`src/rtl/alex_pkg.sv`:
```
// Shared types, constants and character decode for the expression lexer.
`timescale 1ns / 1ps
package alex_pkg;

    localparam int MAGNITUDE_BITS_DEF = 32;
    localparam int LENGTH_BITS_DEF    = 8;
    localparam int QUEUE_DEPTH_DEF    = 4;

    localparam logic [7:0] CHAR_PLUS   = 8'h2B;
    localparam logic [7:0] CHAR_MINUS  = 8'h2D;
    localparam logic [7:0] CHAR_TIMES  = 8'h2A;
    localparam logic [7:0] CHAR_DIVIDE = 8'h2F;
    localparam logic [7:0] CHAR_LPAREN = 8'h28;
    localparam logic [7:0] CHAR_RPAREN = 8'h29;
    localparam logic [7:0] CHAR_SPACE  = 8'h20;
    localparam logic [7:0] CHAR_TAB    = 8'h09;
    localparam logic [7:0] CHAR_CR     = 8'h0D;
    localparam logic [7:0] CHAR_ZERO   = 8'h30;
    localparam logic [7:0] CHAR_NINE   = 8'h39;

    typedef enum logic [2:0] {
        KIND_NUMBER   = 3'd0,
        KIND_OPERATOR = 3'd1,
        KIND_LPAREN   = 3'd2,
        KIND_RPAREN   = 3'd3,
        KIND_UNKNOWN  = 3'd4,
        KIND_END      = 3'd5
    } kind_t;

    typedef enum logic [1:0] {
        OP_PLUS   = 2'd0,
        OP_MINUS  = 2'd1,
        OP_TIMES  = 2'd2,
        OP_DIVIDE = 2'd3
    } op_t;

    typedef enum logic [1:0] {
        MODE_IDLE    = 2'd0,
        MODE_NUMBER  = 2'd1,
        MODE_MINUS   = 2'd2,
        MODE_UNKNOWN = 2'd3
    } mode_t;

    typedef enum logic [2:0] {
        CLS_DIGIT,
        CLS_SPACE,
        CLS_OP,
        CLS_MINUS,
        CLS_LPAREN,
        CLS_RPAREN,
        CLS_UNKNOWN
    } cls_t;

    typedef struct packed {
        kind_t kind;
        op_t   op;
        logic  neg;
        logic  ovf;
    } tok_t;

    // One queue entry: up to two tokens from one request.
    typedef struct packed {
        logic two;
        tok_t t0;
        tok_t t1;
    } head_t;

    function automatic cls_t classify(input logic [7:0] c);
        cls_t r;
        if (c inside {[CHAR_ZERO:CHAR_NINE]}) begin
            r = CLS_DIGIT;
        end else if (c == CHAR_SPACE || c inside {[CHAR_TAB:CHAR_CR]}) begin
            r = CLS_SPACE;
        end else if (c == CHAR_MINUS) begin
            r = CLS_MINUS;
        end else if (c inside {CHAR_PLUS, CHAR_TIMES, CHAR_DIVIDE}) begin
            r = CLS_OP;
        end else if (c == CHAR_LPAREN) begin
            r = CLS_LPAREN;
        end else if (c == CHAR_RPAREN) begin
            r = CLS_RPAREN;
        end else begin
            r = CLS_UNKNOWN;
        end
        return r;
    endfunction

    function automatic op_t op_of(input logic [7:0] c);
        op_t r;
        case (c)
            CHAR_PLUS:   r = OP_PLUS;
            CHAR_MINUS:  r = OP_MINUS;
            CHAR_TIMES:  r = OP_TIMES;
            default:     r = OP_DIVIDE;
        endcase
        return r;
    endfunction

endpackage

```
`src/rtl/arithmetic_expression_lexer.sv`:
```
// Arithmetic expression lexer: one character per request in, tokens out.
// Takes one character request per cycle while the token queue has room. A
// request that ends a pending token and also yields a token of its own (an
// operator or parenthesis, or the end request, after a pending token)
// produces two tokens, which the output register sends one per cycle while
// m_ready is high; the QUEUE_DEPTH-entry queue absorbs short bursts of them.
// With an empty queue and a free output, a token passes through a queue slot
// and then the output register. A lone '-' is held until the next character
// or end request decides whether it starts a negative number.
`timescale 1ns / 1ps
module arithmetic_expression_lexer #(
    parameter int MAGNITUDE_BITS = alex_pkg::MAGNITUDE_BITS_DEF,
    parameter int LENGTH_BITS    = alex_pkg::LENGTH_BITS_DEF,
    parameter int QUEUE_DEPTH    = alex_pkg::QUEUE_DEPTH_DEF
) (
    input  logic                      aclk,
    input  logic                      aresetn,
    input  logic                      s_valid,
    output logic                      s_ready,
    input  logic                      s_command,
    input  logic [7:0]                s_char_code,
    output logic                      m_valid,
    input  logic                      m_ready,
    output logic [2:0]                m_token_kind,
    output logic [1:0]                m_operator_code,
    output logic [MAGNITUDE_BITS-1:0] m_magnitude,
    output logic                      m_is_negative,
    output logic [LENGTH_BITS-1:0]    m_token_length,
    output logic                      m_overflowed,
    output logic                      m_last_of_run
);
    import alex_pkg::*;

    localparam int HEAD_W  = $bits(head_t);
    localparam int ENTRY_W = HEAD_W + MAGNITUDE_BITS + LENGTH_BITS;

    logic                      queue_full, queue_empty, push, pop;
    head_t                     wr_head, rd_head;
    logic [MAGNITUDE_BITS-1:0] wr_mag, rd_mag;
    logic [LENGTH_BITS-1:0]    wr_len, rd_len;
    logic [ENTRY_W-1:0]        wr_entry, rd_entry;

    alex_front #(
        .MAGNITUDE_BITS(MAGNITUDE_BITS),
        .LENGTH_BITS   (LENGTH_BITS)
    ) u_front (
        .aclk      (aclk),
        .aresetn   (aresetn),
        .item_valid(s_valid),
        .queue_full(queue_full),
        .command   (s_command),
        .char_code (s_char_code),
        .item_ready(s_ready),
        .push      (push),
        .head      (wr_head),
        .mag       (wr_mag),
        .len       (wr_len)
    );

    assign wr_entry = {wr_head, wr_mag, wr_len};

    alex_fifo #(
        .WIDTH(ENTRY_W),
        .DEPTH(QUEUE_DEPTH)
    ) u_fifo (
        .aclk   (aclk),
        .aresetn(aresetn),
        .push   (push),
        .wdata  (wr_entry),
        .full   (queue_full),
        .pop    (pop),
        .rdata  (rd_entry),
        .empty  (queue_empty)
    );

    assign rd_head = rd_entry[ENTRY_W-1 -: HEAD_W];
    assign rd_mag  = rd_entry[LENGTH_BITS +: MAGNITUDE_BITS];
    assign rd_len  = rd_entry[LENGTH_BITS-1:0];

    alex_back #(
        .MAGNITUDE_BITS(MAGNITUDE_BITS),
        .LENGTH_BITS   (LENGTH_BITS)
    ) u_back (
        .aclk           (aclk),
        .aresetn        (aresetn),
        .empty          (queue_empty),
        .head           (rd_head),
        .mag            (rd_mag),
        .len            (rd_len),
        .pop            (pop),
        .m_valid        (m_valid),
        .m_ready        (m_ready),
        .m_token_kind   (m_token_kind),
        .m_operator_code(m_operator_code),
        .m_magnitude    (m_magnitude),
        .m_is_negative  (m_is_negative),
        .m_token_length (m_token_length),
        .m_overflowed   (m_overflowed),
        .m_last_of_run  (m_last_of_run)
    );

endmodule

```
`src/rtl/alex_front.sv`:
```
// Front end: character decode, scan state and token assembly.
`timescale 1ns / 1ps
module alex_front #(
    parameter int MAGNITUDE_BITS = alex_pkg::MAGNITUDE_BITS_DEF,
    parameter int LENGTH_BITS    = alex_pkg::LENGTH_BITS_DEF
) (
    input  logic                      aclk,
    input  logic                      aresetn,
    input  logic                      item_valid,
    input  logic                      queue_full,
    input  logic                      command,
    input  logic [7:0]                char_code,
    output logic                      item_ready,
    output logic                      push,
    output alex_pkg::head_t           head,
    output logic [MAGNITUDE_BITS-1:0] mag,
    output logic [LENGTH_BITS-1:0]    len
);
    import alex_pkg::*;

    localparam logic [MAGNITUDE_BITS-1:0] MAG_MAX = '1;
    localparam logic [LENGTH_BITS-1:0]    LEN_MAX = '1;

    mode_t                     mode_reg, mode_next;
    logic [MAGNITUDE_BITS-1:0] acc_reg, acc_next;
    logic                      sign_reg, sign_next;
    logic [LENGTH_BITS-1:0]    cnt_reg, cnt_next;
    logic                      sat_reg, sat_next;

    cls_t                      cls;
    logic [3:0]                digit;
    logic                      accept;
    logic                      extend_num, neg_start, extend_unk, restart;
    logic [LENGTH_BITS-1:0]    cnt_inc;
    logic [MAGNITUDE_BITS+3:0] wide;
    logic                      digit_ovf;
    logic [MAGNITUDE_BITS-1:0] acc_digit;
    logic [MAGNITUDE_BITS-1:0] digit_ext;

    tok_t                      pend_tok, e2_tok;
    logic                      e1_valid, e2_valid;
    logic [LENGTH_BITS-1:0]    pend_len;
    logic [MAGNITUDE_BITS-1:0] pend_mag;

    assign cls        = classify(char_code);
    assign digit      = char_code[3:0];
    assign accept     = item_valid && !queue_full;
    assign item_ready = !queue_full;

    assign extend_num = !command && mode_reg == MODE_NUMBER && cls == CLS_DIGIT;
    assign neg_start  = !command && mode_reg == MODE_MINUS && cls == CLS_DIGIT;
    assign extend_unk = !command && mode_reg == MODE_UNKNOWN && cls == CLS_UNKNOWN;
    assign restart    = !command && !extend_num && !neg_start && !extend_unk;

    assign cnt_inc   = (cnt_reg == LEN_MAX) ? cnt_reg : cnt_reg + 1'b1;
    assign digit_ext = {{(MAGNITUDE_BITS-4){1'b0}}, digit};
    // acc * 10 + digit, four guard bits catch overflow
    assign wide = {1'b0, acc_reg, 3'b000} + {3'b000, acc_reg, 1'b0}
                + {{MAGNITUDE_BITS{1'b0}}, digit};
    assign digit_ovf = wide[MAGNITUDE_BITS+3:MAGNITUDE_BITS] != 4'd0;
    assign acc_digit = digit_ovf ? MAG_MAX : wide[MAGNITUDE_BITS-1:0];

    // scan mode
    always_comb begin
        mode_next = mode_reg;
        if (accept) begin
            if (command) begin
                mode_next = MODE_IDLE;
            end else if (neg_start) begin
                mode_next = MODE_NUMBER;
            end else if (restart) begin
                case (cls)
                    CLS_DIGIT:   mode_next = MODE_NUMBER;
                    CLS_MINUS:   mode_next = MODE_MINUS;
                    CLS_UNKNOWN: mode_next = MODE_UNKNOWN;
                    default:     mode_next = MODE_IDLE;
                endcase
            end
        end
    end

    // accumulator, sign, count and saturation
    always_comb begin
        acc_next  = acc_reg;
        sign_next = sign_reg;
        cnt_next  = cnt_reg;
        sat_next  = sat_reg;
        if (accept) begin
            if (extend_num) begin
                cnt_next = cnt_inc;
                acc_next = acc_digit;
                sat_next = sat_reg | digit_ovf;
            end else if (neg_start) begin
                cnt_next  = LENGTH_BITS'(2);
                sign_next = 1'b1;
                acc_next  = digit_ext;
                sat_next  = 1'b0;
            end else if (extend_unk) begin
                cnt_next = cnt_inc;
            end else begin
                acc_next  = '0;
                sign_next = 1'b0;
                cnt_next  = '0;
                sat_next  = 1'b0;
                if (!command && cls == CLS_DIGIT) begin
                    cnt_next = LENGTH_BITS'(1);
                    acc_next = digit_ext;
                end else if (!command && cls == CLS_UNKNOWN) begin
                    cnt_next = LENGTH_BITS'(1);
                end
            end
        end
    end

    // token assembly
    always_comb begin
        pend_tok      = '{kind: KIND_NUMBER, op: OP_PLUS, neg: 1'b0, ovf: 1'b0};
        pend_len      = cnt_reg;
        pend_mag      = '0;
        case (mode_reg)
            MODE_NUMBER: begin
                pend_tok.neg = sign_reg;
                pend_tok.ovf = sat_reg;
                pend_mag     = acc_reg;
            end
            MODE_MINUS: begin
                pend_tok.kind = KIND_OPERATOR;
                pend_tok.op   = OP_MINUS;
                pend_len      = LENGTH_BITS'(1);
            end
            default: begin
                pend_tok.kind = KIND_UNKNOWN;
            end
        endcase

        e2_tok   = '{kind: KIND_END, op: OP_PLUS, neg: 1'b0, ovf: 1'b0};
        e2_valid = 1'b0;
        if (command) begin
            e2_valid = 1'b1;
        end else if (restart) begin
            case (cls)
                CLS_OP: begin
                    e2_valid    = 1'b1;
                    e2_tok.kind = KIND_OPERATOR;
                    e2_tok.op   = op_of(char_code);
                end
                CLS_LPAREN: begin
                    e2_valid    = 1'b1;
                    e2_tok.kind = KIND_LPAREN;
                end
                CLS_RPAREN: begin
                    e2_valid    = 1'b1;
                    e2_tok.kind = KIND_RPAREN;
                end
                default: e2_valid = 1'b0;
            endcase
        end
        e1_valid = (command || restart) && mode_reg != MODE_IDLE;

        push     = accept && (e1_valid || e2_valid);
        head.two = e1_valid && e2_valid;
        head.t0  = e1_valid ? pend_tok : e2_tok;
        head.t1  = e2_tok;
        mag      = e1_valid ? pend_mag : '0;
        if (e1_valid) begin
            len = pend_len;
        end else if (e2_tok.kind == KIND_END) begin
            len = '0;
        end else begin
            len = LENGTH_BITS'(1);
        end
    end

    always_ff @(posedge aclk) begin
        if (!aresetn) begin
            mode_reg <= MODE_IDLE;
            acc_reg  <= '0;
            sign_reg <= 1'b0;
            cnt_reg  <= '0;
            sat_reg  <= 1'b0;
        end else begin
            mode_reg <= mode_next;
            acc_reg  <= acc_next;
            sign_reg <= sign_next;
            cnt_reg  <= cnt_next;
            sat_reg  <= sat_next;
        end
    end

endmodule

```
`src/rtl/alex_fifo.sv`:
```
// Short token queue between front and back end.
`timescale 1ns / 1ps
module alex_fifo #(
    parameter int WIDTH = 8,
    parameter int DEPTH = alex_pkg::QUEUE_DEPTH_DEF
) (
    input  logic             aclk,
    input  logic             aresetn,
    input  logic             push,
    input  logic [WIDTH-1:0] wdata,
    output logic             full,
    input  logic             pop,
    output logic [WIDTH-1:0] rdata,
    output logic             empty
);
    localparam int PTR_W = (DEPTH > 1) ? $clog2(DEPTH) : 1;
    localparam logic [PTR_W-1:0] LAST_SLOT = PTR_W'(DEPTH - 1);

    logic [WIDTH-1:0] slot_reg [DEPTH];
    logic [PTR_W-1:0] wr_reg, wr_next;
    logic [PTR_W-1:0] rd_reg, rd_next;
    logic [PTR_W:0]   count_reg, count_next;
    logic             do_push, do_pop;

    assign full    = count_reg == (PTR_W+1)'(DEPTH);
    assign empty   = count_reg == '0;
    assign do_push = push && !full;
    assign do_pop  = pop && !empty;
    assign rdata   = slot_reg[rd_reg];

    always_comb begin
        wr_next    = wr_reg;
        rd_next    = rd_reg;
        count_next = count_reg;
        if (do_push) begin
            wr_next = (wr_reg == LAST_SLOT) ? '0 : wr_reg + 1'b1;
        end
        if (do_pop) begin
            rd_next = (rd_reg == LAST_SLOT) ? '0 : rd_reg + 1'b1;
        end
        if (do_push && !do_pop) begin
            count_next = count_reg + 1'b1;
        end else if (do_pop && !do_push) begin
            count_next = count_reg - 1'b1;
        end
    end

    always_ff @(posedge aclk) begin
        if (do_push) begin
            slot_reg[wr_reg] <= wdata;
        end
    end

    always_ff @(posedge aclk) begin
        if (!aresetn) begin
            wr_reg    <= '0;
            rd_reg    <= '0;
            count_reg <= '0;
        end else begin
            wr_reg    <= wr_next;
            rd_reg    <= rd_next;
            count_reg <= count_next;
        end
    end

endmodule

```
`src/rtl/alex_back.sv`:
```
// Back end: splits queue entries into single tokens behind an output register.
`timescale 1ns / 1ps
module alex_back #(
    parameter int MAGNITUDE_BITS = alex_pkg::MAGNITUDE_BITS_DEF,
    parameter int LENGTH_BITS    = alex_pkg::LENGTH_BITS_DEF
) (
    input  logic                      aclk,
    input  logic                      aresetn,
    input  logic                      empty,
    input  alex_pkg::head_t           head,
    input  logic [MAGNITUDE_BITS-1:0] mag,
    input  logic [LENGTH_BITS-1:0]    len,
    output logic                      pop,
    output logic                      m_valid,
    input  logic                      m_ready,
    output logic [2:0]                m_token_kind,
    output logic [1:0]                m_operator_code,
    output logic [MAGNITUDE_BITS-1:0] m_magnitude,
    output logic                      m_is_negative,
    output logic [LENGTH_BITS-1:0]    m_token_length,
    output logic                      m_overflowed,
    output logic                      m_last_of_run
);
    import alex_pkg::*;

    logic                      valid_reg, valid_next;
    logic                      phase_reg, phase_next;
    tok_t                      tok_reg, tok_sel;
    logic [MAGNITUDE_BITS-1:0] mag_reg;
    logic [LENGTH_BITS-1:0]    len_reg, len_sel;
    logic                      last_reg;
    logic                      load;

    assign load    = !valid_reg || m_ready;
    assign tok_sel = phase_reg ? head.t1 : head.t0;
    assign pop     = load && !empty && (!head.two || phase_reg);

    always_comb begin
        if (!phase_reg) begin
            len_sel = len;
        end else if (head.t1.kind == KIND_END) begin
            len_sel = '0;
        end else begin
            len_sel = LENGTH_BITS'(1);
        end
    end

    always_comb begin
        valid_next = valid_reg;
        phase_next = phase_reg;
        if (load) begin
            valid_next = !empty;
            if (!empty) begin
                phase_next = head.two && !phase_reg;
            end
        end
    end

    always_ff @(posedge aclk) begin
        if (!aresetn) begin
            valid_reg <= 1'b0;
            phase_reg <= 1'b0;
        end else begin
            valid_reg <= valid_next;
            phase_reg <= phase_next;
        end
    end

    always_ff @(posedge aclk) begin
        if (load && !empty) begin
            tok_reg  <= tok_sel;
            mag_reg  <= phase_reg ? '0 : mag;
            len_reg  <= len_sel;
            last_reg <= !head.two || phase_reg;
        end
    end

    assign m_valid         = valid_reg;
    assign m_token_kind    = tok_reg.kind;
    assign m_operator_code = tok_reg.op;
    assign m_magnitude     = mag_reg;
    assign m_is_negative   = tok_reg.neg;
    assign m_token_length  = len_reg;
    assign m_overflowed    = tok_reg.ovf;
    assign m_last_of_run   = last_reg;

endmodule

```
`config.mk`:
```
export PLATFORM = sky130hd
export DESIGN_NAME = arithmetic_expression_lexer
export DESIGN_NICKNAME = d
export VERILOG_FILES = /design/src/rtl/alex_pkg.sv /design/src/rtl/arithmetic_expression_lexer.sv /design/src/rtl/alex_front.sv /design/src/rtl/alex_fifo.sv /design/src/rtl/alex_back.sv
export SDC_FILE = /design/constraint.sdc
export NUM_CORES = 1
export LEC_CHECK = 0
export BUFFER_PORTS_ARGS = -buffer_cell sky130_fd_sc_hd__buf_4
export CAP_MARGIN = 30
export CELL_PAD_IN_SITES_DETAIL_PLACEMENT = 0
export CELL_PAD_IN_SITES_GLOBAL_PLACEMENT = 1
export CORE_MARGIN = 1.5
export CORE_UTILIZATION = 54
export CTS_BUF_LIST = sky130_fd_sc_hd__clkbuf_4 sky130_fd_sc_hd__clkbuf_8
export DETAILED_ROUTE_END_ITERATION = 10
export MAX_ROUTING_LAYER = met4
export PLACE_DENSITY_LB_ADDON = 0.12
export SLEW_MARGIN = 20
export SYNTH_ARGS = -nofsm -noshare
export SYNTH_HDL_FRONTEND = slang
export SYNTH_SLANG_ARGS = --single-unit
```
`constraint.sdc`:
```
create_clock -name aclk -period 6.2 [get_ports aclk]
set_input_delay 0.93 -clock aclk [delete_from_list [all_inputs] [get_ports aclk]]
set_output_delay 0.93 -clock aclk [all_outputs]
set_load 0.05 [all_outputs]
```
Word level (Yosys, flattened, before mapping)
Memories as Yosys holds them, arrays and structs flattened. A register that Yosys moved wholly into a read port is not among the register bits.
Index checks and enable logic that the tools add are counted.
W data, S select, Z words.
{ "op_classes": {"eq_ne": 23, "n_addsub": 7, "n_bitwise": 3, "n_lt_le_gt_ge": 4, "n_reduce_logical": 52, "muxes": 53} }
{ "op_table": {"columns": ["operator", "count"], "rows": [
  ["$mux W32", 6],
  ["$mux W8", 8],
  ["$eq A8 B6 Y1 const B", 7],
  ["$add A35 B33 Y36", 1],
  ["$add A36 B4 Y36", 1],
  ["$logic_and A1 B1 Y1", 24],
  ["$mux W3", 7],
  ["$mux W2", 10],
  ["$eq A3 B3 Y1 const B", 6],
  ["$mux W7", 2],
  ["$mux W1", 13],
  ["$pmux W2 S3", 2],
  ["$logic_not A1 Y1", 11],
  ["$mux W5", 2],
  ["$pmux W3 S3", 1],
  ["$add A8 B1 Y8 const B", 1],
  ["$eq A2 B2 Y1 const B", 4],
  ["$eq A8 B8 Y1 const B", 1],
  ["$ge A8 B4 Y1 const B", 1],
  ["$ge A8 B6 Y1 const B", 1],
  ["$le A8 B4 Y1 const B", 1],
  ["$le A8 B6 Y1 const B", 1],
  ["$eq A3 B2 Y1 const B", 2],
  ["$logic_not A3 Y1", 2],
  ["17 further kinds", 27]
]} }
{ "word_totals": {"memories": 1, "in_bits": 13, "out_inout_bits": 50, "mem_bits_rw": 212, "register_bits": 101} }
{ "mem_list": {"columns": ["memory", "words", "word_bits", "read_ports", "rd_clocked_by_memory_dff", "write_ports", "line_no", "source"], "rows": [
  ["u_fifo.slot_reg", 4, 53, 1, 1, 1, "alex_fifo.sv:19", "logic [WIDTH-1:0] slot_reg [DEPTH];"]
]} }

Logic depth before layout (Yosys ltp)
{ "depth": {"word_depth": 22, "mapped_depth": 15, "depth_no_buf": 14} }

By module
From an unflattened synthesis, not the netlist that was laid out.
{ "hier_totals": {"cells_unflattened": 1098, "area_unflattened_um2": 15337.2} }
{ "modules_own_cells": {"columns": ["mod", "n_inst", "cells_each", "area_per_inst_um2"], "rows": [
  ["alex_fifo", 1, 338, 8485.6],
  ["alex_front", 1, 646, 4934.7],
  ["alex_back", 1, 114, 1916.8]
]} }

Worst setup path after synthesis
No wires, ideal clock.
{ "synth_path": {"kind": "input to register", "startpoint": "input m_ready", "endpoint": "register u_fifo.count_reg[2]", "slack_ns": 1.311, "t_arrival_ns": 4.819, "path_stages": 10, "setup_ns": 0.071, "path_cell_list": "inv_1 a21oi_1 and2_1 inv_1 ha_1 inv_1 fa_1 xor2_1 or3_1 a21oi_1"} }
{ "synth_via": {"elab_chain_cells": 7, "elab_cells_between_ends": 9} }
{ "synth_lines": {"columns": ["item", "line_no", "source"], "rows": [
  ["from (decl)", "arithmetic_expression_lexer.sv:23", "input logic m_ready,"],
  ["$logic_or A1 B1 Y1 *", "alex_back.sv:34", "assign load = !valid_reg || m_ready;"],
  ["$logic_and A1 B1 Y1 * (2 in a row)", "alex_back.sv:36", "assign pop = load && !empty && (!head.two || phase_reg);"],
  ["$logic_and A1 B1 Y1 *", "alex_fifo.sv:28", "assign do_pop = pop && !empty;"],
  ["$logic_not A1 Y1", "alex_fifo.sv:41", "if (do_push && !do_pop) begin"],
  ["$logic_and A1 B1 Y1", "alex_fifo.sv:41", null],
  ["$mux W3 or $reduce_bool A2 Y1 (tied branches)", null, null],
  ["to (signal assigned)", "alex_fifo.sv:62", "count_reg <= count_next;"],
  ["to (decl)", "alex_fifo.sv:22", "logic [PTR_W:0] count_reg, count_next;"]
]} }
Mark *: on every way between the ends. The rest lies on a longest branch, timed or not.
A chain may end at the register's enable or synchronous reset.

Worst setup path in the final report
{ "layout_path": {"startpoint": "input s_char_code[3]", "endpoint": "register u_front.acc_reg[7]"} }
{ "layout_via": {"elab_chain_cells": 11, "elab_cells_between_ends": 33} }
{ "layout_lines": {"columns": ["item", "line_no", "source"], "rows": [
  ["from (decl)", "arithmetic_expression_lexer.sv:21", "input logic [7:0] s_char_code,"],
  ["$eq A8 B6 Y1", "alex_pkg.sv:80", "end else if (c == CHAR_RPAREN) begin"],
  ["$mux W2", "alex_pkg.sv:80", null],
  ["$mux W3", "alex_pkg.sv:78", "end else if (c == CHAR_LPAREN) begin"],
  ["$mux W3", "alex_pkg.sv:76", "end else if (c inside {CHAR_PLUS, CHAR_TIMES, CHAR_DIVIDE}) begin"],
  ["$mux W3", "alex_pkg.sv:74", "end else if (c == CHAR_MINUS) begin"],
  ["$mux W3", "alex_pkg.sv:72", "end else if (c == CHAR_SPACE || c inside {[CHAR_TAB:CHAR_CR]}) begin"],
  ["$mux W3", "alex_pkg.sv:70", "if (c inside {[CHAR_ZERO:CHAR_NINE]}) begin"],
  ["$eq A3 B3 Y1 or $logic_not A3 Y1 (tied branches)", "alex_front.sv:52, alex_front.sv:50, alex_front.sv:51", null],
  ["$logic_and A1 B1 Y1 (on tied branches)", "alex_front.sv:52, alex_front.sv:50, alex_front.sv:51", null],
  ["$ne A3 B1 Y1 (no line) or $mux W32 (tied branches)", null, null],
  ["$reduce_and A2 Y1 (no line) or $mux W32 (tied branches)", null, null],
  ["to (signal assigned)", "alex_front.sv:183", "acc_reg <= acc_next;"],
  ["to (decl)", "alex_front.sv:25", "logic [MAGNITUDE_BITS-1:0] acc_reg, acc_next;"]
]} }
Parallel ways exist; a longest one is shown, timed or not.

==> metrics <==
status=finished, final reports clean; crit-path max cell delay=0.53 ns; TritonCTS clock tree=yes; count leader, synth=edfxtp_1; Setup CP Type=in -> reg; max reg flops=212; Initial Util=55.0%; vias per cell=roughly 5.9; Die Wd=168 um; top cells by count, synth=edfxtp_1, ha_1, and2_1, nor2_1, dfxtp_1; post-synthesis instance total=1,053; Synth Register Bits=315; largest family of logic cells by synthesized area=simple AND/OR/NAND/NOR gates; largest cells by area after synthesis=edfxtp_1, mux4_2, dfxtp_1; Critical Path Start Type=primary input; cell breakdown of the critical path=buf_4 > fa_1 > fa_1 > a21o_1 > a221oi_4 > nor3_1 > nor2_1 > o21ai_0 > a21oi_1 > xor2_1 > and3_4 > o21ai_0; grt peak-use layer=met2; GRT Total Usage=23.0%; routed vias=just under 9,000; Max Freq=255 MHz; mean area per synthesized cell=14.0 um^2; H-tree depth=2; Final ANT Viol Nets=0; Yosys top cell area share=52.9%; max-slew violations=0; mux cell area share after synthesis=9.01%; initial antenna violation count=0; met1 Use GR=32.9%; Max Cap Viol=0; DPL Wire Length=approximately 20,000 um; Final period util=63.2%; share of layout cells above drive strength 1=a little over a fifth; WP buf/inv=1; hold_buf cts=0; Adder-Cell Fraction of Synth Area=6.68%; Clock Skews=0.0284 ns; PwrDens=386 nW/um^2; initial DRC count=between 500 and 600; area of the core=26,900 um^2; async set-or-reset flop fraction in the synthesized netlist=0%; EDFF count, synth=260; hold crit path type=reg -> reg; Critical Path RT=6.65 ns; post-synthesis compound-gate area fraction=9.05%; Clk pin slew, worst setup/hold paths=about 0.05 ns; Synth area leader=edfxtp_1; Final Instance Area=~17,000 um^2; Worst path top cell family by delay=compound AO/OA/AOI/OAI gates; first-pass GRT wire length=48,900 um; GR Layer Usage met2=34.7%; number of global-route vias before repair=8,981; Layout area overhead=12.7%; num rows=60; postcts setup bufs=0; drt drc=0; drt wl/cell=slightly above 20 um; CP max FO=31; Pwr Total=6.41 mW; area share of and/or/nand/nor cells after synthesis=10.9%; M3 GR Usage=3.46%; actual slew at the worst max-slew pin=0.875 ns; RD Place Congestion=0.857; Crit. End Element=flip-flop; slowest CP cell=fa_1; library cells used by synthesis=71; area of the multi-input gates=5590 um^2; post-layout min period=roughly 3.9 ns; RSZ-0062 raised after global routing=no; clk root buf=clkbuf_8; io pins=63; fin util=61.9%; Net Count, Synth=between 1,000 and 1,500; Congestion Overflow GR=0; worst rel slew slack=41.7%; # fillers=2,090; nets=1,230; sequential area share after synthesis=60.3%; Chip Height=168 um; setup TNS=0 ns; worst skew pair latency=0.61 ns; Ant. Diodes=0; Final Routed Wirelength=30,700 um; maximum vdd drop=0.425 mV; drt pass-1 iters=4; placed inst area=15,600 um^2; setup violators final=0; Num CTS Buffers=between 50 and 60; Ys Warns=0; number of port buffers=62; die area=28,400 um^2; # clock sinks=315; sequential cell area=8910 um^2; Leakage Power=6.02 nW; pin count of the biggest net entering global routing=between 50 and 60; post-synthesis xor/xnor area fraction=roughly 2.1%; Top FF cell, synth=edfxtp_1; synthesized area=14,800 um^2; worst path arrival time=4.37 ns; clock buffer depth=3; Final Hold Violating Endpoints=0; post-CTS resize count=0
-- tightest hold or removal path, cell delays in order (launching register included) --
cell and delay, ns:
dfxtp_1 0.32, o21ai_0 0.07, a21oi_1 0.06
-- path summary, 6_finish.rpt --
path	start	endpoint	slack (ns)	cells past startpoint
worst max-delay path	s_char_code[3]	u_front.acc_reg[7]	2.28	12
worst min-delay path	u_fifo.count_reg[2]	u_fifo.count_reg[2]	0.50	2
worst min register to register	u_fifo.count_reg[2]	u_fifo.count_reg[2]	0.50	2
worst max register to register	u_front.acc_reg[0]	u_front.acc_reg[7]	2.36	11
-- cell type report --
type	count	share of cell area (%)
flip-flops and latches	315	53.6
multi-input cells	675	33.6
clock buffers	78	5.51
repair buffers	75	3.37
well taps	341	2.56
clock inverters	18	0.872
inverters	22	0.496
-- routing by layer --
layer	wire length [um]	vias to the layer above	share of wire, %
met5	0	-	0
met4	568	0	1.9
met3	1410	52	4.6
met2	13900	198	45
met1	14800	4472	48
li1	-	4216	-
-- where the power goes --
part	switching, mW	internal [mW]	total, mW
Sequential	0.106	2.69	2.79
Clock	0.813	0.999	1.81
Combinational	1.20	0.607	1.81
-- metrics by stage --
stage               worst slack (ns)  hold WS [ns]  std cells
finish                          2.28         0.500       1524
global placement                1.80         0.489       1426
detailed placement              1.67         0.496       1426
global route                    2.04         0.517       1524
floorplan                       1.31         0.450       1053
CTS                             2.29         0.503       1522
-- placed cells by master, fill, tap and decap left out, types with 5 or more instances in the layout --
| cell type | synthesis | layout |
|---|---|---|
| dfxtp_1 | 55 | 52 |
| inv_1 | 22 | 22 |
| ha_1 | 74 | 74 |
| mux2_2 | 6 | 6 |
| and2_1 | 63 | 59 |
| nand2b_1 | 10 | 10 |
| clkinv_1 | 0 | 10 |
| a21oi_1 | 48 | 47 |
| nor2_1 | 58 | 58 |
| o21ai_0 | 51 | 51 |
| a22oi_1 | 17 | 17 |
| xor2_1 | 15 | 15 |
| a211oi_1 | 10 | 10 |
| nor2b_1 | 45 | 45 |
| buf_4 | 1 | 74 |
| o21a_1 | 5 | 5 |
| a21o_1 | 12 | 12 |
| nand2_1 | 52 | 52 |
| edfxtp_1 | 260 | 260 |
| nand4_1 | 8 | 8 |
| clkbuf_8 | 0 | 53 |
| nand3_1 | 14 | 14 |
| nor3_1 | 15 | 15 |
| clkbuf_4 | 0 | 25 |
| xnor2_1 | 21 | 21 |
| o211ai_1 | 5 | 5 |
| mux4_2 | 53 | 53 |
| mux2i_1 | 7 | 7 |
| or3_1 | 7 | 7 |
| o21ai_1 | 10 | 10 |
-- cells by family after synthesis --
logic type | Yosys count
AND/OR/NAND/NOR | 296
AO/OA/AOI/OAI | 200
XOR/XNOR | 36
multiplexers | 66
adder cells (fa/ha/maj) | 77
flip-flops | 315
buffers and inverters | 63
Power figures use the tool's default switching activity.
